<file path="src/hw/rtl/adif_tvp_pkg.sv">
package adif_tvp_pkg;

	localparam int LENGTH_BITS = 16;

	localparam logic [7:0] CH_LT    = 8'h3C;
	localparam logic [7:0] CH_COLON = 8'h3A;
	localparam logic [7:0] CH_GT    = 8'h3E;

	localparam logic [1:0] KIND_NAME  = 2'd0;
	localparam logic [1:0] KIND_VALUE = 2'd1;
	localparam logic [1:0] KIND_END   = 2'd2;

	typedef enum logic [2:0] {
		PH_SEEK  = 3'd0,
		PH_NAME  = 3'd1,
		PH_LEN   = 3'd2,
		PH_TYPE  = 3'd3,
		PH_VALUE = 3'd4
	} phase_t;

	typedef struct packed {
		logic [7:0] char_in;
		logic       input_last;
	} item_t;

	typedef struct packed {
		logic [1:0] kind;
		logic [7:0] char_out;
		logic       field_done;
	} result_t;

	typedef struct packed {
		phase_t                 phase;
		logic [LENGTH_BITS-1:0] len_acc;
		logic                   len_bad;
		logic [LENGTH_BITS-1:0] remain;
	} parse_state_t;

	function automatic logic is_space(input logic [7:0] c);
		return (c == 8'h20) || (c >= 8'h09 && c <= 8'h0D);
	endfunction

	function automatic logic [7:0] to_lower(input logic [7:0] c);
		return (c >= 8'h41 && c <= 8'h5A) ? (c + 8'h20) : c;
	endfunction

	function automatic logic is_digit(input logic [7:0] c);
		return (c >= 8'h30 && c <= 8'h39);
	endfunction

endpackage

</file>
<file path="src/hw/rtl/adif_tvp_step.sv">
module adif_tvp_step (
	input  adif_tvp_pkg::parse_state_t st,
	input  adif_tvp_pkg::item_t        item,
	output adif_tvp_pkg::parse_state_t st_nxt,
	output logic                       res_vld,
	output adif_tvp_pkg::result_t      res
);
	import adif_tvp_pkg::*;

	logic [7:0]             c;
	logic                   sp;
	logic [LENGTH_BITS+3:0] acc_next;
	logic                   acc_ovf;
	logic [LENGTH_BITS-1:0] len_eff;
	logic [LENGTH_BITS-1:0] remain_dec;

	assign c  = item.char_in;
	assign sp = is_space(c);

	// acc * 10 + digit, with headroom to spot overflow
	assign acc_next = ({4'b0000, st.len_acc} << 3) + ({4'b0000, st.len_acc} << 1)
		+ {{LENGTH_BITS{1'b0}}, c[3:0]};
	assign acc_ovf    = |acc_next[LENGTH_BITS+3:LENGTH_BITS];
	assign len_eff    = st.len_bad ? '0 : st.len_acc;
	assign remain_dec = st.remain - 1'b1;

	// next state
	always_comb begin
		st_nxt = st;
		unique case (st.phase)
			PH_SEEK: begin
				if (c == CH_LT) begin
					st_nxt.phase   = PH_NAME;
					st_nxt.len_acc = '0;
					st_nxt.len_bad = 1'b0;
					st_nxt.remain  = '0;
				end
			end
			PH_NAME: begin
				if (!sp) begin
					if (c == CH_COLON) begin
						st_nxt.phase = PH_LEN;
					end else if (c == CH_GT) begin
						st_nxt.phase = PH_SEEK;
					end
				end
			end
			PH_LEN: begin
				if (!sp) begin
					if (c == CH_COLON) begin
						st_nxt.phase = PH_TYPE;
					end else if (c == CH_GT) begin
						if (len_eff != '0) begin
							st_nxt.remain = len_eff;
							st_nxt.phase  = PH_VALUE;
						end else begin
							st_nxt.phase = PH_SEEK;
						end
					end else if (is_digit(c)) begin
						if (!st.len_bad) begin
							if (acc_ovf) begin
								st_nxt.len_bad = 1'b1;
								st_nxt.len_acc = '0;
							end else begin
								st_nxt.len_acc = acc_next[LENGTH_BITS-1:0];
							end
						end
					end else begin
						st_nxt.len_bad = 1'b1;
					end
				end
			end
			PH_TYPE: begin
				if (c == CH_GT) begin
					if (len_eff != '0) begin
						st_nxt.remain = len_eff;
						st_nxt.phase  = PH_VALUE;
					end else begin
						st_nxt.phase = PH_SEEK;
					end
				end
			end
			PH_VALUE: begin
				st_nxt.remain = remain_dec;
				if (remain_dec == '0) begin
					st_nxt.phase = PH_SEEK;
				end
			end
			default: begin
				st_nxt.phase = PH_SEEK;
			end
		endcase
		// drop any open tag or value at end of stream
		if (item.input_last) begin
			st_nxt.phase   = PH_SEEK;
			st_nxt.len_acc = '0;
			st_nxt.len_bad = 1'b0;
			st_nxt.remain  = '0;
		end
	end

	// result
	always_comb begin
		res_vld        = 1'b0;
		res.kind       = KIND_END;
		res.char_out   = '0;
		res.field_done = 1'b1;
		unique case (st.phase)
			PH_NAME: begin
				if (!sp && c != CH_COLON) begin
					res_vld = 1'b1;
					if (c != CH_GT) begin
						res.kind       = KIND_NAME;
						res.char_out   = to_lower(c);
						res.field_done = 1'b0;
					end
				end
			end
			PH_LEN: begin
				res_vld = !sp && c == CH_GT && len_eff == '0;
			end
			PH_TYPE: begin
				res_vld = c == CH_GT && len_eff == '0;
			end
			PH_VALUE: begin
				res_vld        = 1'b1;
				res.kind       = KIND_VALUE;
				res.char_out   = c;
				res.field_done = remain_dec == '0;
			end
			default: begin
				res_vld = 1'b0;
			end
		endcase
	end

endmodule

</file>
<file path="src/hw/rtl/adif_tag_value_parser_unit.sv">
// ADIF tag parser: takes one byte of the text stream per clock unless stalled and emits
// lower-cased name bytes, raw value bytes and end-of-field marks for tags written
// <name:length:type>value. Throughput is one byte per cycle while in_stall is low; a byte's
// result, if it has one, is shown the cycle after the byte is taken when the output queue is
// empty. Parse state sits in one register set updated by a single step of logic, and results
// go into a two-entry output queue, so input keeps flowing while one result waits; in_stall is
// high whenever two results are queued, whether or not the output takes one in that cycle.
module adif_tag_value_parser_unit (
	input  logic                  clk,
	input  logic                  arst_n,
	input  logic                  in_valid,
	output logic                  in_stall,
	input  adif_tvp_pkg::item_t   in_data,
	output logic                  out_valid,
	input  logic                  out_stall,
	output adif_tvp_pkg::result_t out_data
);
	import adif_tvp_pkg::*;

	parse_state_t st_q;
	parse_state_t st_nxt;
	logic         res_vld;
	result_t      res;

	result_t      fifo_q [2];
	logic         wr_ptr_q;
	logic         rd_ptr_q;
	logic [1:0]   cnt_q;

	logic         in_acc;
	logic         push;
	logic         pop;

	adif_tvp_step u_step (
		.st      (st_q),
		.item    (in_data),
		.st_nxt  (st_nxt),
		.res_vld (res_vld),
		.res     (res)
	);

	assign in_stall  = cnt_q == 2'd2;
	assign in_acc    = in_valid && !in_stall;
	assign push      = in_acc && res_vld;
	assign out_valid = cnt_q != 2'd0;
	assign pop       = out_valid && !out_stall;
	assign out_data  = fifo_q[rd_ptr_q];

	always_ff @(posedge clk or negedge arst_n) begin
		if (!arst_n) begin
			st_q.phase   <= PH_SEEK;
			st_q.len_acc <= '0;
			st_q.len_bad <= 1'b0;
			st_q.remain  <= '0;
		end else if (in_acc) begin
			st_q <= st_nxt;
		end
	end

	always_ff @(posedge clk or negedge arst_n) begin
		if (!arst_n) begin
			wr_ptr_q <= 1'b0;
			rd_ptr_q <= 1'b0;
			cnt_q    <= 2'd0;
		end else begin
			if (push) begin
				wr_ptr_q <= !wr_ptr_q;
			end
			if (pop) begin
				rd_ptr_q <= !rd_ptr_q;
			end
			cnt_q <= cnt_q + {1'b0, push} - {1'b0, pop};
		end
	end

	always_ff @(posedge clk) begin
		if (push) begin
			fifo_q[wr_ptr_q] <= res;
		end
	end

	a_value_nonzero: assert property (@(posedge clk) disable iff (!arst_n)
		st_q.phase == PH_VALUE |-> st_q.remain != '0)
		else $error("value phase with no bytes remaining");

	a_name_not_done: assert property (@(posedge clk) disable iff (!arst_n)
		out_valid |-> !(out_data.kind == KIND_NAME && out_data.field_done))
		else $error("name byte flagged as field end");

	a_last_resets: assert property (@(posedge clk) disable iff (!arst_n)
		in_acc && in_data.input_last |=> st_q.phase == PH_SEEK && st_q.remain == '0)
		else $error("end of stream did not return to seek");

	a_queue_bound: assert property (@(posedge clk) disable iff (!arst_n)
		cnt_q != 2'd3)
		else $error("output queue overflow");

endmodule

</file>
<file path="config.mk">
export PLATFORM = sky130hd
export DESIGN_NAME = adif_tag_value_parser_unit
export DESIGN_NICKNAME = d
export VERILOG_FILES = /design/src/hw/rtl/adif_tvp_pkg.sv /design/src/hw/rtl/adif_tvp_step.sv /design/src/hw/rtl/adif_tag_value_parser_unit.sv
export SDC_FILE = /design/constraint.sdc
export NUM_CORES = 1
export LEC_CHECK = 0
export BUFFER_PORTS_ARGS = -buffer_cell sky130_fd_sc_hd__buf_2
export CAP_MARGIN = 20
export CORE_UTILIZATION = 46
export DETAILED_ROUTE_END_ITERATION = 8
export PLACE_DENSITY = 0.62
export SLEW_MARGIN = 30
export SYNTH_ARGS = -nofsm -noshare
export SYNTH_HDL_FRONTEND = slang
export SYNTH_SLANG_ARGS = --single-unit
</file>
<file path="constraint.sdc">
create_clock -name clk -period 3.4 [get_ports clk]
set_clock_uncertainty 0.05 [all_clocks]
set_input_delay 0.17 -clock clk [delete_from_list [all_inputs] [get_ports clk]]
set_output_delay 0.17 -clock clk [all_outputs]
set_load 0.02 [all_outputs]
</file>
==> results.json <==
{
  "finalSetupViolations": 0,
  "antennaDiodeCount": 0,
  "worst_pin_slew_ns": 0.688,
  "crit_required_ns": 3.63,
  "place_hpwl_um": 8390,
  "antenna_found_initial": 0,
  "grt_pass1_vias": 3686,
  "pre_cts_ws_ns": -0.144,
  "start_util_pct": 47.7,
  "grt_pass1_wl_um": 18600,
  "fin_area_sq_um": 5110,
  "synth_area_sq_um": 4420,
  "cts_buffer_depth": 2,
  "ys_seq_area_share_pct": 37.6,
  "synth_cell_types": 64,
  "wl_per_cell_um": 16.8,
  "syn_nets": 521,
  "cts-root-buf": "clkbuf_8",
  "synth_warnings": 0,
  "drt-initial-drc-count": 294,
  "firstDrtPassIters": 4,
  "slew_viol_final": 0,
  "hold-worst-slack_ns": 0.0656,
  "drive_above_1_share_pct": 19.6,
  "final_nets": 572,
  "synthArstFlopShare_pct": 64.5,
  "power.internal_mw": 1.57,
  "avgViaCountPerCell": 5.75,
  "synth_area_per_cell_sq_um": 9.43,
  "fillerInstances": 883,
  "cts.reportedPaths.clkPinSlew_ns": 0.08,
  "numPlacedInstances": 635,
  "synth_ff_type": "dfrtp_1",
  "num_rows": 35,
  "status": "finished clean",
  "clkPwrFrac_pct": 30.7,
  "dieHeight_um": 100,
  "drt_wl_total_um": 11000,
  "layout.cells.non_filler": 654,
  "worst_slack_ns": 0.230,
  "max_slew_margin_pct": 53.7,
  "cts_sinks": 62,
  "coreArea_sq_um": 9280,
  "grt_max_degree": 41,
  "antenna_left": 0,
  "die_w_um": 100,
  "vdd.ir_drop.worst_v": 0.000290,
  "critPathLaunchType": "register",
  "cts_made_buffers": 9,
  "clock.fmax_ghz": 0.315,
  "arrival_ns": 3.40,
  "die_area_sq_um": 10000,
  "synth_edf_count": 22,
  "syn_to_final_growth_pct": 15.6,
  "final_hold_viol_count": 0,
  "overflow": 0,
  "ios": 26,
  "ys_ff_latch": 62,
  "clock_latency_ns": 0.35,
  "route.detailed.drc": 0,
  "vias": 3759,
  "p_comb_share_pct": 31.6,
  "post-route-min-period_ns": 3.17,
  "p_sw_uw": 868,
  "crit_fanout": 9,
  "period_share_pct": 93.2,
  "critPathCaptureType": "register",
  "p_leak_nw": 2.33,
  "rsz0062_at_grt": "no",
  "critical_path_class": "register to register",
  "post_dp_cell_area_sq_um": 4850,
  "switching_share_pct": 35.6,
  "port_buffers": 25,
  "hp-class": "input port to register",
  "gp_congestion": 0.849,
  "pwr-share-seq_pct": 37.7,
  "fin_util_pct": 55.1,
  "cts_tree": "done",
  "maxCapViolations": 0,
  "htree_num_levels": 3,
  "globalRouteTotalUtil_pct": 23.9,
  "p_per_area_nw_per_um2": 476,
  "postSynthCellCount": 469
}
layout make-up:
| cell class | instances | area (sq um) | share of cell area [%] |
|---|---|---|---|
| flip-flops and latches | 62 | 1660 | 32.5 |
| clock buffers | 9 | 124 | 2.42 |
| inverters | 23 | 86.3 | 1.69 |
| repair buffers | 60 | 393 | 7.68 |
| well taps | 129 | 161 | 3.16 |
| clock inverters | 7 | 104 | 2.03 |
| multi-input cells | 364 | 2580 | 50.5 |
cell usage after synthesis (all sizes together), types with 10 or more instances:
library cell  instances  area [sq um]
o21ai                41           205
dfrtp                40          1000
ha                   37           463
nor2                 37           141
a21oi                35           175
nand2                28           105
edfxtp               22           661
inv                  22          82.6
a22o                 17           149
xnor2                15           131
nor4                 14           118
mux2                 12           135
nor2b                12          75.1
buf                  10          65.1
clkbuf               10          37.5
nor3                 10          50.1
per-layer routing:
| metal | wire [um] | share of wire [%] | global-route usage, % |
|---|---|---|---|
| met1 | 5420 | 49 | 35.8 |
| met2 | 4990 | 45 | 36.4 |
| met3 | 479 | 4.4 | 3.76 |
| met4 | 76 | 0.69 | 5.46 |
| met5 | 0 | 0 | 0 |
sequential cells by signal (all words and copies together), names as in the netlist:
signal / count
st_q: 36
fifo_q: 22
rd_ptr_q: 1
cnt_q: 2
wr_ptr_q: 1
cells in the final DEF, fill, tap and decap left out, drive strengths merged, types with 5 or more instances in the layout:
cell type / instances
dfrtp: 40
o21ai: 41
buf: 59
nand2: 28
and2: 5
a21oi: 35
a31oi: 7
xnor2: 15
edfxtp: 22
a22o: 17
nor2: 37
nand3: 7
a22oi: 5
ha: 37
a21o: 5
clkbuf: 9
mux2: 12
inv: 25
nor2b: 12
xor2: 6
nor4: 14
or4: 5
nand2b: 8
nor3: 10
power by group through the flow:
stage / Sequential (mW) / Combinational [mW] / Clock, mW
5_1_grt: 0.933 / 0.848 / 0.799
2_1_floorplan: 0.882 / 0.589 / 0
3_5_place_dp: 0.934 / 0.763 / 0
4_1_cts: 0.918 / 0.769 / 0.756
6_report: 0.919 / 0.770 / 0.747
3_3_place_gp: 0.930 / 0.753 / 0
stage by stage:
step	setup TNS (ns)	power [mW]
CTS	0	2.44
global placement	-1.40	1.68
global route	0	2.58
floorplan	0	1.47
finish	0	2.44
detailed placement	-2.07	1.70
kinds of logic (layout without fill, tap and decap cells):
group	count (synthesis)	in the layout	share of synthesized area [%]
buffers and inverters	43	99	4.27
muxes	12	12	3.05
adders and majority gates	39	39	11.4
and+or+nand+nor	144	144	17.8
xor gates and xnor gates	21	21	4.16
DFF	62	62	37.6
AOI/OAI and AO/OA	148	148	21.8
worst max-delay path, cell delays in order (launching register included):
cell and delay (ns):
dfrtp_1 0.38, inv_1 0.07, fa_1 0.47, fa_1 0.48, nor2b_1 0.18, o2111ai_1 0.17, nand2_1 0.14, a41oi_1 0.19
mux2_2 0.35, nor4_4 0.29, buf_4 0.21, a22o_1 0.13
repair_timing:
item | CTS | global route
gates resized for setup | 0 | 1
gates cloned | 0 | 0
hold endpoints to repair | 40 | 0
buffers inserted | 2 | 0
endpoints found under the setup margin | 16 | 14
hold buffers | 1 | 0
pin swaps | 1 | 0
final timing paths:
path / depth (start not counted) / slack [ns] / to / startpoint
min in group asynchronous: 2 / 0.30 / rd_ptr_q / arst_n
max in group asynchronous: 2 / 2.63 / st_q[10] / arst_n
worst min-delay path: 3 / 0.07 / rd_ptr_q / out_stall
worst min register to register: 1 / 0.43 / cnt_q[1] / cnt_q[1]
worst max-delay path: 11 / 0.23 / st_q[26] / st_q[17]
worst max register to register: 11 / 0.23 / st_q[26] / st_q[17]
Note: power is estimated with default switching activity, not from simulation.
